[src/mcw_pkg.sv]
// Shared types, codes and sizes for the multi-client watchdog.
// No dependencies.
`timescale 1ns / 1ps
package mcw_pkg;

  localparam int CLIENTS = 16;
  localparam int IDX_W   = (CLIENTS > 1) ? $clog2(CLIENTS) : 1;
  localparam int CNT_W   = IDX_W + 1;

  localparam int KEY_W = 16;
  localparam int PID_W = 22;
  localparam int MS_W  = 32;
  localparam int RC_W  = 8;
  localparam int CMD_W = 3;
  localparam int KND_W = 2;

  localparam logic [RC_W-1:0] REBOOT_LIM_RST = 8'd3;
  localparam logic [MS_W-1:0] DEAD_HOLD_RST  = 32'd100000;
  localparam logic [RC_W-1:0] RC_MAX         = 8'd255;

  // Commands
  localparam logic [CMD_W-1:0] CMD_TICK   = 3'd0;
  localparam logic [CMD_W-1:0] CMD_START  = 3'd1;
  localparam logic [CMD_W-1:0] CMD_STOP   = 3'd2;
  localparam logic [CMD_W-1:0] CMD_FEED   = 3'd3;
  localparam logic [CMD_W-1:0] CMD_SETTMO = 3'd4;
  localparam logic [CMD_W-1:0] CMD_REG    = 3'd5;
  localparam logic [CMD_W-1:0] CMD_UNREG  = 3'd6;

  // Result kinds
  localparam logic [KND_W-1:0] KIND_ACK    = 2'd0;
  localparam logic [KND_W-1:0] KIND_KILL   = 2'd1;
  localparam logic [KND_W-1:0] KIND_REBOOT = 2'd2;
  localparam logic [KND_W-1:0] KIND_DONE   = 2'd3;

  // Slot states
  localparam logic [1:0] SLOT_FREE = 2'd0;
  localparam logic [1:0] SLOT_REG  = 2'd1;
  localparam logic [1:0] SLOT_RUN  = 2'd2;
  localparam logic [1:0] SLOT_DEAD = 2'd3;

  // Configuration register indexes
  localparam logic [1:0] CFG_REBOOT_LIM = 2'd0;
  localparam logic [1:0] CFG_DEAD_HOLD  = 2'd1;

  typedef struct packed {
    logic [KEY_W-1:0] key;
    logic [PID_W-1:0] pid;
    logic [MS_W-1:0]  fed_ms;
    logic [MS_W-1:0]  timeout;
    logic [RC_W-1:0]  reg_count;
  } slot_t;

  localparam int SLOT_W = $bits(slot_t);

  typedef struct packed {
    logic [RC_W-1:0] reboot_lim;
    logic [MS_W-1:0] dead_hold_ms;
  } cfg_t;

  typedef struct packed {
    logic             valid;
    logic [KND_W-1:0] kind;
    logic             status;
    logic [CMD_W-1:0] echo;
    logic [KEY_W-1:0] key;
    logic [PID_W-1:0] pid;
    logic             last;
  } res_t;

endpackage

[src/mcw_ram.sv]
// Generic single-write, single-read RAM with registered read data.
// No dependencies.
`timescale 1ns / 1ps
module mcw_ram #(
  parameter int WIDTH = 8,
  parameter int DEPTH = 16
) (
  input  logic                   clk_i,
  input  logic                   we_i,
  input  logic [((DEPTH > 1) ? $clog2(DEPTH) : 1)-1:0] waddr_i,
  input  logic [WIDTH-1:0]       wdata_i,
  input  logic                   re_i,
  input  logic [((DEPTH > 1) ? $clog2(DEPTH) : 1)-1:0] raddr_i,
  output logic [WIDTH-1:0]       rdata_o
);

  logic [WIDTH-1:0] mem_q [DEPTH];
  logic [WIDTH-1:0] rdata_q;

  always_ff @(posedge clk_i) begin
    if (we_i) begin
      mem_q[waddr_i] <= wdata_i;
    end
    if (re_i) begin
      rdata_q <= mem_q[raddr_i];
    end
  end

  assign rdata_o = rdata_q;

endmodule

[src/mcw_engine.sv]
// Slot scan sequencer: walks the slot RAM one entry a cycle for ticks and lookups.
// Depends on mcw_pkg and mcw_ram.
`timescale 1ns / 1ps
module mcw_engine
  import mcw_pkg::*;
(
  input  logic             clk_i,
  input  logic             rst_ni,
  input  logic             start_i,
  input  logic [CMD_W-1:0] command_i,
  input  logic [KEY_W-1:0] client_key_i,
  input  logic [PID_W-1:0] process_id_i,
  input  logic [MS_W-1:0]  timeout_value_i,
  input  cfg_t             cfg_i,
  output logic             busy_o,
  output res_t             res_o
);

  localparam logic [2:0] S_IDLE   = 3'd0;
  localparam logic [2:0] S_SCAN   = 3'd1;
  localparam logic [2:0] S_REBOOT = 3'd2;
  localparam logic [2:0] S_DONE   = 3'd3;
  localparam logic [2:0] S_ACT    = 3'd4;

  localparam logic [CNT_W-1:0] NUM_SLOTS = CNT_W'(CLIENTS);
  localparam logic [IDX_W-1:0] LAST_IDX  = IDX_W'(CLIENTS - 1);

  logic [2:0]       st_q, st_d;
  logic [CMD_W-1:0] cmd_q;
  logic [KEY_W-1:0] key_q;
  logic [PID_W-1:0] pid_q;
  logic [MS_W-1:0]  tmo_q;
  logic [MS_W-1:0]  now_q, now_d;
  logic [CNT_W-1:0] rd_idx_q, rd_idx_d;
  logic             pv_q, pv_d;
  logic [IDX_W-1:0] pidx_q, pidx_d;
  logic [1:0]       slot_st_q [CLIENTS];
  logic [1:0]       slot_st_d [CLIENTS];
  logic             hit_q, hit_d;
  logic [IDX_W-1:0] hit_idx_q, hit_idx_d;
  slot_t            hit_data_q, hit_data_d;
  logic             free_q, free_d;
  logic [IDX_W-1:0] free_idx_q, free_idx_d;
  logic             rbt_q, rbt_d;
  logic [KEY_W-1:0] rkey_q, rkey_d;

  logic             re;
  logic             we;
  logic [IDX_W-1:0] waddr;
  slot_t            wdata;
  slot_t            rdata;
  logic [MS_W-1:0]  age;
  logic [1:0]       cur_st, new_st;
  logic             kill;
  logic             accept;

  mcw_ram #(
    .WIDTH(SLOT_W),
    .DEPTH(CLIENTS)
  ) u_slot_ram (
    .clk_i  (clk_i),
    .we_i   (we),
    .waddr_i(waddr),
    .wdata_i(wdata),
    .re_i   (re),
    .raddr_i(rd_idx_q[IDX_W-1:0]),
    .rdata_o(rdata)
  );

  assign busy_o = (st_q != S_IDLE);
  assign accept = start_i && (st_q == S_IDLE);
  assign cur_st = slot_st_q[pidx_q];
  assign age    = now_q - rdata.fed_ms;
  assign kill   = (cur_st == SLOT_RUN) && (age >= rdata.timeout);

  always_comb begin
    st_d       = st_q;
    now_d      = now_q;
    rd_idx_d   = rd_idx_q;
    pv_d       = 1'b0;
    pidx_d     = pidx_q;
    slot_st_d  = slot_st_q;
    hit_d      = hit_q;
    hit_idx_d  = hit_idx_q;
    hit_data_d = hit_data_q;
    free_d     = free_q;
    free_idx_d = free_idx_q;
    rbt_d      = rbt_q;
    rkey_d     = rkey_q;
    re         = 1'b0;
    we         = 1'b0;
    waddr      = pidx_q;
    wdata      = rdata;
    new_st     = cur_st;
    res_o      = '0;

    unique case (st_q)
      S_IDLE: begin
        if (accept) begin
          st_d     = S_SCAN;
          rd_idx_d = '0;
          hit_d    = 1'b0;
          free_d   = 1'b0;
          rbt_d    = 1'b0;
          if (command_i == CMD_TICK) begin
            now_d = now_q + 1'b1;
          end
        end
      end
      S_SCAN: begin
        // issue the next read while the previous entry is processed
        if (rd_idx_q < NUM_SLOTS) begin
          re       = 1'b1;
          pv_d     = 1'b1;
          pidx_d   = rd_idx_q[IDX_W-1:0];
          rd_idx_d = rd_idx_q + 1'b1;
        end
        if (pv_q) begin
          if (cmd_q == CMD_TICK) begin
            if (kill) begin
              we          = 1'b1;
              wdata       = rdata;
              wdata.pid   = '0;
              new_st      = SLOT_DEAD;
              res_o.valid = 1'b1;
              res_o.kind  = KIND_KILL;
              res_o.key   = rdata.key;
              res_o.pid   = rdata.pid;
            end
            if ((new_st == SLOT_DEAD) && !rbt_q &&
                (rdata.reg_count >= cfg_i.reboot_lim)) begin
              rbt_d  = 1'b1;
              rkey_d = rdata.key;
            end
            if ((new_st == SLOT_DEAD) && (age > cfg_i.dead_hold_ms)) begin
              new_st = SLOT_FREE;
            end
            slot_st_d[pidx_q] = new_st;
          end else begin
            if ((cur_st != SLOT_FREE) && (rdata.key == key_q) && !hit_q) begin
              hit_d      = 1'b1;
              hit_idx_d  = pidx_q;
              hit_data_d = rdata;
            end
            if ((cur_st == SLOT_FREE) && !free_q) begin
              free_d     = 1'b1;
              free_idx_d = pidx_q;
            end
          end
          if (pidx_q == LAST_IDX) begin
            if (cmd_q != CMD_TICK) begin
              st_d = S_ACT;
            end else if (rbt_d) begin
              st_d = S_REBOOT;
            end else begin
              st_d = S_DONE;
            end
          end
        end
      end
      S_REBOOT: begin
        res_o.valid = 1'b1;
        res_o.kind  = KIND_REBOOT;
        res_o.key   = rkey_q;
        st_d        = S_DONE;
      end
      S_DONE: begin
        res_o.valid = 1'b1;
        res_o.kind  = KIND_DONE;
        res_o.last  = 1'b1;
        st_d        = S_IDLE;
      end
      S_ACT: begin
        res_o.valid  = 1'b1;
        res_o.kind   = KIND_ACK;
        res_o.echo   = cmd_q;
        res_o.key    = key_q;
        res_o.last   = 1'b1;
        res_o.status = !hit_q;
        waddr        = hit_idx_q;
        wdata        = hit_data_q;
        st_d         = S_IDLE;
        case (cmd_q)
          CMD_START: begin
            if (hit_q) begin
              we                   = 1'b1;
              wdata.fed_ms         = now_q;
              slot_st_d[hit_idx_q] = SLOT_RUN;
            end
          end
          CMD_STOP: begin
            if (hit_q) begin
              slot_st_d[hit_idx_q] = SLOT_REG;
            end
          end
          CMD_FEED: begin
            we           = hit_q;
            wdata.fed_ms = now_q;
          end
          CMD_SETTMO: begin
            we            = hit_q;
            wdata.timeout = tmo_q;
          end
          CMD_REG: begin
            if (hit_q) begin
              we        = 1'b1;
              wdata.pid = pid_q;
              if (hit_data_q.reg_count != RC_MAX) begin
                wdata.reg_count = hit_data_q.reg_count + 1'b1;
              end
            end else if (free_q) begin
              // claim the lowest free slot with fresh contents
              we                    = 1'b1;
              waddr                 = free_idx_q;
              wdata.key             = key_q;
              wdata.pid             = pid_q;
              wdata.fed_ms          = '0;
              wdata.timeout         = '0;
              wdata.reg_count       = RC_W'(1);
              slot_st_d[free_idx_q] = SLOT_REG;
              res_o.status          = 1'b0;
            end
          end
          CMD_UNREG: begin
            if (hit_q) begin
              slot_st_d[hit_idx_q] = SLOT_FREE;
            end
          end
          default: begin
            res_o.status = 1'b1;
          end
        endcase
      end
      default: begin
        st_d = S_IDLE;
      end
    endcase
  end

  always_ff @(posedge clk_i or negedge rst_ni) begin
    if (!rst_ni) begin
      st_q     <= S_IDLE;
      now_q    <= '0;
      rd_idx_q <= '0;
      pv_q     <= 1'b0;
      hit_q    <= 1'b0;
      free_q   <= 1'b0;
      rbt_q    <= 1'b0;
      for (int i = 0; i < CLIENTS; i++) begin
        slot_st_q[i] <= SLOT_FREE;
      end
    end else begin
      st_q      <= st_d;
      now_q     <= now_d;
      rd_idx_q  <= rd_idx_d;
      pv_q      <= pv_d;
      hit_q     <= hit_d;
      free_q    <= free_d;
      rbt_q     <= rbt_d;
      slot_st_q <= slot_st_d;
    end
  end

  always_ff @(posedge clk_i) begin
    if (accept) begin
      cmd_q <= command_i;
      key_q <= client_key_i;
      pid_q <= process_id_i;
      tmo_q <= timeout_value_i;
    end
    pidx_q     <= pidx_d;
    hit_idx_q  <= hit_idx_d;
    hit_data_q <= hit_data_d;
    free_idx_q <= free_idx_d;
    rkey_q     <= rkey_d;
  end

endmodule

[src/multi_client_watchdog.sv]
// Top level of the multi-client watchdog: config registers, result register, engine.
// Depends on mcw_pkg, mcw_engine and mcw_ram.
`timescale 1ns / 1ps
// Usage
//   Command channel: drive command_i, client_key_i, process_id_i and
//   timeout_value_i with start high; the word is taken at the edge where
//   busy is low. Busy stays high until the engine has produced every result.
//   Result channel: each result word is shown for one cycle with
//   result_valid_o high; last_o marks the final word of a command. The
//   receiver cannot stall, so words are never held back.
//   Config channel: cfg_ready_o is always high; index 0 writes the restart
//   limit, index 1 the dead hold time, other indexes are ignored. Write only
//   while busy is low and no result is still due.
// Timing
//   Every command scans the slot RAM one entry a cycle over its single read
//   port. A lookup command then does the write-back and the ack. A tick
//   streams kill reports during the scan, then an optional reboot word and
//   the done word. Each result reaches the ports in the cycle after the
//   engine forms it.
// Reset
//   All slots free, clock at zero, limit 3, hold time 100000 ms. The slot
//   states live in flip-flops, so no RAM clearing pass is needed.
module multi_client_watchdog
  import mcw_pkg::*;
(
  input  logic             clk_i,
  input  logic             rst_ni,
  input  logic             start,
  output logic             busy,
  input  logic [CMD_W-1:0] command_i,
  input  logic [KEY_W-1:0] client_key_i,
  input  logic [PID_W-1:0] process_id_i,
  input  logic [MS_W-1:0]  timeout_value_i,
  input  logic             cfg_valid_i,
  output logic             cfg_ready_o,
  input  logic [1:0]       cfg_index_i,
  input  logic [MS_W-1:0]  cfg_data_i,
  output logic             result_valid_o,
  output logic [KND_W-1:0] kind_o,
  output logic             status_o,
  output logic [CMD_W-1:0] command_echo_o,
  output logic [KEY_W-1:0] reported_key_o,
  output logic [PID_W-1:0] reported_pid_o,
  output logic             last_o
);

  cfg_t cfg_q, cfg_d;
  res_t res;
  res_t res_q;

  assign cfg_ready_o = 1'b1;

  // decode the config write
  always_comb begin
    cfg_d = cfg_q;
    if (cfg_valid_i) begin
      unique case (cfg_index_i)
        CFG_REBOOT_LIM: cfg_d.reboot_lim   = cfg_data_i[RC_W-1:0];
        CFG_DEAD_HOLD:  cfg_d.dead_hold_ms = cfg_data_i;
        default:        cfg_d = cfg_q;
      endcase
    end
  end

  mcw_engine u_engine (
    .clk_i          (clk_i),
    .rst_ni         (rst_ni),
    .start_i        (start),
    .command_i      (command_i),
    .client_key_i   (client_key_i),
    .process_id_i   (process_id_i),
    .timeout_value_i(timeout_value_i),
    .cfg_i          (cfg_q),
    .busy_o         (busy),
    .res_o          (res)
  );

  // hold config; register each result word for one cycle
  always_ff @(posedge clk_i or negedge rst_ni) begin
    if (!rst_ni) begin
      cfg_q.reboot_lim   <= REBOOT_LIM_RST;
      cfg_q.dead_hold_ms <= DEAD_HOLD_RST;
      res_q              <= '0;
    end else begin
      cfg_q <= cfg_d;
      res_q <= res;
    end
  end

  assign result_valid_o = res_q.valid;
  assign kind_o         = res_q.kind;
  assign status_o       = res_q.status;
  assign command_echo_o = res_q.echo;
  assign reported_key_o = res_q.key;
  assign reported_pid_o = res_q.pid;
  assign last_o         = res_q.last;

endmodule

[config.mk]
export PLATFORM = sky130hd
export DESIGN_NAME = multi_client_watchdog
export DESIGN_NICKNAME = d
export VERILOG_FILES = /design/src/mcw_pkg.sv /design/src/mcw_ram.sv /design/src/mcw_engine.sv /design/src/multi_client_watchdog.sv
export SDC_FILE = /design/constraint.sdc
export NUM_CORES = 2
export LEC_CHECK = 0
export ABC_AREA = 1
export BUFFER_PORTS_ARGS = -buffer_cell sky130_fd_sc_hd__buf_2
export CORE_MARGIN = 1
export CORE_UTILIZATION = 56
export DETAILED_ROUTE_END_ITERATION = 7
export PLACE_DENSITY = 0.72
export RECOVER_POWER = 25
export SLEW_MARGIN = 30
export SYNTH_ARGS = -nofsm -noshare
export SYNTH_HDL_FRONTEND = slang
export SYNTH_SLANG_ARGS = --single-unit
[constraint.sdc]
create_clock -name clk_i -period 13.77 [get_ports clk_i]
set_input_delay 2.0655 -clock clk_i [delete_from_list [all_inputs] [get_ports clk_i]]
set_output_delay 2.0655 -clock clk_i [all_outputs]
set_load 0.02 [all_outputs]
# Word-level counts from Yosys, hierarchy flattened
# Memories as Yosys holds them, arrays and structs flattened. A register that Yosys moved wholly into a read port is not among the register bits.
# Index checks and enable logic that the tools add are counted.
[totals] regBits=373 latch_bits=0 mem_bits_rw=1760 romBits=0 word_cells=241 memories=1
[memory_table] memory="u_engine.u_slot_ram.mem_q" depth=16 word_bits=110 read_ports=1 rd_ports_with_merged_regs=1 wr=1 line_no="mcw_ram.sv:17" source="logic [WIDTH-1:0] mem_q [DEPTH];"
[classes] addsub=4 n_mul=0 div=0 magnitude_cmp=10 n_eq_ne=30 n_shift=0 n_mux=96 n_bitwise=15 n_reduce_logical=40
[op_table] operator="$mux 94" count=3
[op_table] operator="$mux 32" count=8
[op_table] operator="$pmux 110 s2" count=1
[op_table] operator="$mux 38" count=4
[op_table] operator="$pmux 32 s2" count=2
[op_table] operator="$pmux 32 s4" count=1
[op_table] operator="$mux 110" count=1
[op_table] operator="$pmux 32 s3" count=1
[op_table] operator="$mux 64" count=1
[op_table] operator="$and 16x16->16" count=3
[op_table] operator="$not 16->16" count=3
[op_table] operator="$or 16x16->16" count=3
[op_table] operator="$pmux 16 s3" count=1
[op_table] operator="$mux 22" count=2
[op_table] operator="$add 32x1->32 const B" count=1
[op_table] operator="$and 32x32->32" count=1
[op_table] operator="$bwmux 32" count=1
[op_table] operator="$ge 32x32->1" count=1
[op_table] operator="$gt 32x32->1" count=1
[op_table] operator="$not 32->32" count=1
[op_table] operator="$sub 32x32->32" count=1
[op_table] operator="$mux 1" count=26
[op_table] operator="$mux 2" count=13
[op_table] operator="$demux 2 s4" count=3
[op_table] operator="other kinds (45)" count=112

# Longest topological paths before layout
[depth] word_depth=22 ltp_mapped=28

# Hierarchy
# From an unflattened synthesis, not the netlist that was laid out.
[unflattened] hier_cells=9770 area_unflattened_um2=99990.9
[modules_own_cells] mod="mcw_ram" instances=1 cells_each=7216 area_each_um2=78298.8
[modules_own_cells] mod="mcw_engine" instances=1 cells_each=2327 area_each_um2=18873.1
[modules_own_cells] mod="multi_client_watchdog" instances=1 cells_each=227 area_each_um2=2819.0

# Least setup slack after synthesis
# No wires, ideal clock.
[synth_timing] path_kind="reg2reg" from="register u_engine.now_q[0]" to="memory u_engine.u_slot_ram.mem_q[12][0] (netlist bit) (enable)" arrival_ps=10618 path_slack_ps=2439 stages_incl_launch_ff=29 synth_period_minus_slack_ps=11331 path_cell_list="dfrtp_1 > inv_1 > ha_1 > inv_1 > fa_1 > nand3_1 > nand2_1 > nand3_1 > nand2_1 > a21oi_1 > inv_1 > nand2_1 > nand2_1 > nand2_1 > nand2_1 > xor2_1 > ha_1 > nand2_1 > nor2_1 > nand4_1 > nor2_1 > nand2_1 > nand2_1 > nand2_2 > inv_2 > nand3_4 > nand2_4 > inv_1 > nor3_1"
[synth_via] elab_chain_len=9
[synth_rtl] item="start: declaration" line_no="mcw_engine.sv:33" source="logic [MS_W-1:0] now_q, now_d;"
[synth_rtl] item="start signal: assignment" line_no="mcw_engine.sv:254" source="now_q <= now_d;"
[synth_rtl] item="$sub 32x32->32" line_no="mcw_engine.sv:73" source="assign age = now_q - rdata.fed_ms;"
[synth_rtl] item="$ge 32x32->1" line_no="mcw_engine.sv:74" source="assign kill = (cur_st == SLOT_RUN) && (age >= rdata.timeout);"
[synth_rtl] item="$logic_and 1x1->1" line_no="mcw_engine.sv:74"
[synth_rtl] item="$mux 1" line_no="mcw_engine.sv:120" source="if (kill) begin"
[synth_rtl] item="$mux 1" line_no="mcw_engine.sv:119" source="if (cmd_q == CMD_TICK) begin"
[synth_rtl] item="$mux 1" line_no="mcw_engine.sv:118" source="if (pv_q) begin"
[synth_rtl] item="$pmux 1 s2" line_no="mcw_engine.sv:97" source="unique case (st_q)"
[synth_rtl] item="$mux 1" line_no="mcw_ram.sv:21" source="if (we_i) begin"
[synth_rtl] item="$mux 1 (not written as such)" line_no="mcw_ram.sv:22" source="mem_q[waddr_i] <= wdata_i;"
[synth_rtl] item="end: declaration" line_no="mcw_ram.sv:17"
# Every way passes these cells.

# Worst setup path after layout
[layout_timing] from="register u_engine.rd_idx_q[1]" to="register u_engine.u_slot_ram.rdata_q[69], in the netlist u_engine.u_slot_ram.rdata_o[69], read port of u_engine.u_slot_ram.mem_q (data pin)"
[layout_via] elab_chain_len=3
[layout_rtl] item="start: declaration" line_no="mcw_engine.sv:34" source="logic [CNT_W-1:0] rd_idx_q, rd_idx_d;"
[layout_rtl] item="start signal: assignment" line_no="mcw_engine.sv:255" source="rd_idx_q <= rd_idx_d;"
[layout_rtl] item="$lt 5x5->1" line_no="mcw_engine.sv:112" source="if (rd_idx_q < NUM_SLOTS) begin"
[layout_rtl] item="$mux 1" line_no="mcw_engine.sv:112"
[layout_rtl] item="$mux 1" line_no="mcw_engine.sv:97"
[layout_rtl] item="end: declaration" line_no="mcw_ram.sv:18" source="logic [WIDTH-1:0] rdata_q;"
# Several ways; a longest one is shown, not always the timed one.
# A chain may end at the register's enable or synchronous reset.

==> results.sh <==
export IMPL_run_status="complete, but fails checks"
export IMPL_violations="capacitance limit, slew limit"
export IMPL_die_w_microns=408
export IMPL_ir_drop_mv=0.201
export IMPL_ys_ff_latch=2243
export IMPL_min_delay_start="u_engine.u_slot_ram.rdata_o[54]"
export IMPL_design_area_sq_um=103000
export IMPL_slew_violations=769
export IMPL_dp_hpwl_microns=137000
export IMPL_cts_tree="yes"
export IMPL_p_sw_mw=8.56
export IMPL_antenna_found_initial=8
export IMPL_reg2regPathDepth=7
export IMPL_slowest_delay_ns=4.25
export IMPL_ys_seq_area_share_pct=72.0
export IMPL_n_fill_cell=12100
export IMPL_cts_buffers=216
export IMPL_skew_ns=0.108
export IMPL_gp_congestion=0.898
export IMPL_cts_root_buf="clkbuf_16"
export IMPL_die_y_microns=408
export IMPL_portBuffers=157
export IMPL_place_ws_ns=6.32
export IMPL_synth_flop_cell="edfxtp_1"
export IMPL_cts_sinks=2243
export IMPL_avgRoutedWirePerCell_microns=24.9
export IMPL_drtIter0Drc=8200
export IMPL_p_leak_nw=35.4
export IMPL_finalCritPeriodShare_pct=69.9
export IMPL_start_util_pct=56.6
export IMPL_grt_pass1_wl_microns=369000
export IMPL_swShare_pct=37.5
export IMPL_startpoint_type="flop"
export IMPL_holdBufCountCts=0
export IMPL_reg2reg_to="u_engine.u_slot_ram.rdata_o[69]"
export IMPL_p_int_mw=14.3
export IMPL_finalSetupViolations=0
export IMPL_clockPowerShare_pct=25.9
export IMPL_cp_max_fo=178
export IMPL_hold_viol=0
export IMPL_final_nets=7788
export IMPL_hold_depth=0
export IMPL_crit_path_end_kind="flop"
export IMPL_power_density_nw_per_um2=222
export IMPL_synth_compound_area_share_pct=12.1
export IMPL_hp_class="flop to flop"
export IMPL_layout_drive_gt1_share_pct=8.80
export IMPL_layout_setup_ws_ns=4.15
export IMPL_grt_pass1_vias=59700
export IMPL_crit_top_cell="nand3_1"
export IMPL_cpLargestDelayFamily="buffers and inverters"
export IMPL_yosysWarnings=0
export IMPL_final_cell_mix="2,081 x edfxtp_1, 1,203 x nor2_1, 1,040 x o21ai_0"
export IMPL_reg2reg_from="u_engine.rd_idx_q[1]"
export IMPL_crit_required_ns=14.20
export IMPL_synth_cells=7485
export IMPL_synth_edff_count=2081
export IMPL_clock_latency_ns=0.92
export IMPL_overflow=0
export IMPL_slew_headroom_pct=-187
export IMPL_viasPerCell=6.25
export IMPL_yosys_area_share_adder_pct=1.46
export IMPL_clk_path_buf_depth=3
export IMPL_core_area_sq_um=163000
export IMPL_io_pins=159
export IMPL_grt_max_degree=242
export IMPL_synth_top_family_by_area="compound AO/OA/AOI/OAI gates"
export IMPL_route_antenna_remaining_nets=0
export IMPL_die_area_sq_um=167000
export IMPL_ff_latch_area_sq_um=66600
export IMPL_finalSetupTns_ns=0
export IMPL_utilization_pct=62.9
export IMPL_critical_path_class="flop to flop"
export IMPL_pwr_share_comb_pct=32.6
export IMPL_rrSetupSlack_ns=4.15
export IMPL_final_common_cell="edfxtp_1"
export IMPL_htreeDepth=4
export IMPL_async_reset_ff_share_pct=7.22
export IMPL_rows=148
export IMPL_maxCapViolations=14
export IMPL_fin_crit_ns=9.62
export IMPL_fin_total_pwr_mw=22.8
export IMPL_synth_mux_area_share_pct=0
export IMPL_holdPathEnd="u_engine.hit_data_q[54]"
export IMPL_timing_fmax_ghz=0.104
export IMPL_dpl_instance_area_sq_um=95700
export IMPL_clk_pin_slew_ns=0.06
export IMPL_area_growth_pct=11.3
export IMPL_worst_slew_pin_slew_ns=4.30
export IMPL_cp_cell_sequence="clkinvlp_2, buf_6, buf_12, o21ai_0, o221ai_1, nand3_1, nand3_1"
export IMPL_p_seq_share_pct=41.5
export IMPL_drc=0
export IMPL_synth_cell_area_sq_um=92400
export IMPL_synthesis_nets=7703
export IMPL_drt_wl_total_microns=247000
export IMPL_postCtsSetupRepairBufs=0
export IMPL_rsz0062_at_grt="false"
export IMPL_synthXorXnorAreaFrac_pct=0.616
export IMPL_synth_cell_types=63
export IMPL_cts_resized=0
export IMPL_critPathArrivalTime_ns=10.06
export IMPL_grt_usage_pct=29.2
export IMPL_synth_simple_gate_area_share_pct=10.4
export IMPL_path_buf_inv=3
export IMPL_slowest_stage="clkinvlp_2"
export IMPL_multi_input_area_sq_um=23000
export IMPL_vias=62100
export IMPL_avgSynthCellArea_sq_um=12.3
export IMPL_dr_pass1_iters=6
## kinds of logic (layout without fill, tap and decap cells)
logic type | after synthesis | in the layout
compound gates | 1923 | 1923
flops | 2243 | 2243
buf+inv | 812 | 1087
xor+xnor | 65 | 65
fa+ha+maj | 107 | 107
other cells | 1 | 2
simple gates | 2334 | 2334
## layer usage
| metal | part of all wire (%) | GRT usage, % |
|---|---|---|
| met1 | 40 | 41.0 |
| met2 | 47 | 45.9 |
| met3 | 10 | 5.54 |
| met4 | 3.1 | 9.90 |
| met5 | 0 | 0 |
## sequential cells by signal, indices dropped and copies added (netlist names), 5 cells and up
name                         count
u_engine.now_q                  32
cfg_q                           40
reported_pid_o                  22
u_engine.u_slot_ram.mem_q     1760
u_engine.u_slot_ram.rdata_o    110
u_engine.tmo_q                  32
u_engine.rkey_q                 16
u_engine.pid_q                  22
u_engine.hit_data_q            110
u_engine.key_q                  16
u_engine.slot_st_q              32
u_engine.rd_idx_q                5
reported_key_o                  16
## layout make-up
type	count	area share [%]
diodes	1	0.00243
multi-input cells	4430	22.4
well taps	2175	2.65
repair buffers	316	1.97
clock inverters	134	1.40
flip-flops and latches	2243	64.7
inverters	363	1.36
clock buffers	274	5.52
## worst register-to-register path, stage by stage (launching register included)
cell	delay, ns
dfrtp_1	2.07
clkinvlp_2	4.29
buf_6	1.34
buf_12	0.42
o21ai_0	0.35
o221ai_1	0.16
nand3_1	0.18
nand3_1	0.37
## power by group through the flow
stage          Combinational (mW)  Sequential, mW  Clock (mW)
3_3_place_gp                 7.01            9.58           0
3_5_place_dp                 7.24            9.58           0
5_1_grt                      8.09            9.51        6.21
4_1_cts                      7.29            9.45        5.95
6_report                     7.46            9.48        5.90
2_1_floorplan                4.62            9.44           0
## synthesized netlist by cell type (106+ instances only)
cell type | n | area share (%)
clkbuf_1 | 387 | 1.6
o22ai_1 | 276 | 1.9
nand2_1 | 713 | 2.9
dfrtp_1 | 154 | 4.2
inv_1 | 354 | 1.4
edfxtp_1 | 2081 | 68
o221ai_1 | 182 | 1.7
ha_1 | 106 | 1.4
a21oi_1 | 197 | 1.1
nand3_1 | 284 | 1.5
nor2_1 | 1221 | 5.0
o21ai_0 | 1040 | 5.6
## per-stage QoR
step | hold WS (ns) | instances
after floorplan | 0.423 | 7485
after global placement | 0.457 | 9500
after detailed placement | 0.460 | 9511
after CTS | 0.469 | 9919
after global routing | 0.484 | 9935
final | 0.473 | 9936
## how the worst max path moves through the flow
stage	start	cells after the start	end
finish	u_engine.rd_idx_q[1]	7	u_engine.u_slot_ram.rdata_o[69]
global route	u_engine.st_q[1]	11	u_engine.u_slot_ram.mem_q[8][32]
CTS	u_engine.u_slot_ram.rdata_o[42]	24	u_engine.u_slot_ram.mem_q[8][38]
floorplan	u_engine.now_q[0]	28	u_engine.u_slot_ram.mem_q[12][0]
detailed placement	u_engine.u_slot_ram.rdata_o[42]	24	u_engine.u_slot_ram.mem_q[8][66]
global placement	u_engine.u_slot_ram.rdata_o[42]	24	u_engine.u_slot_ram.mem_q[2][75]
Power figures use the tool's default switching activity.
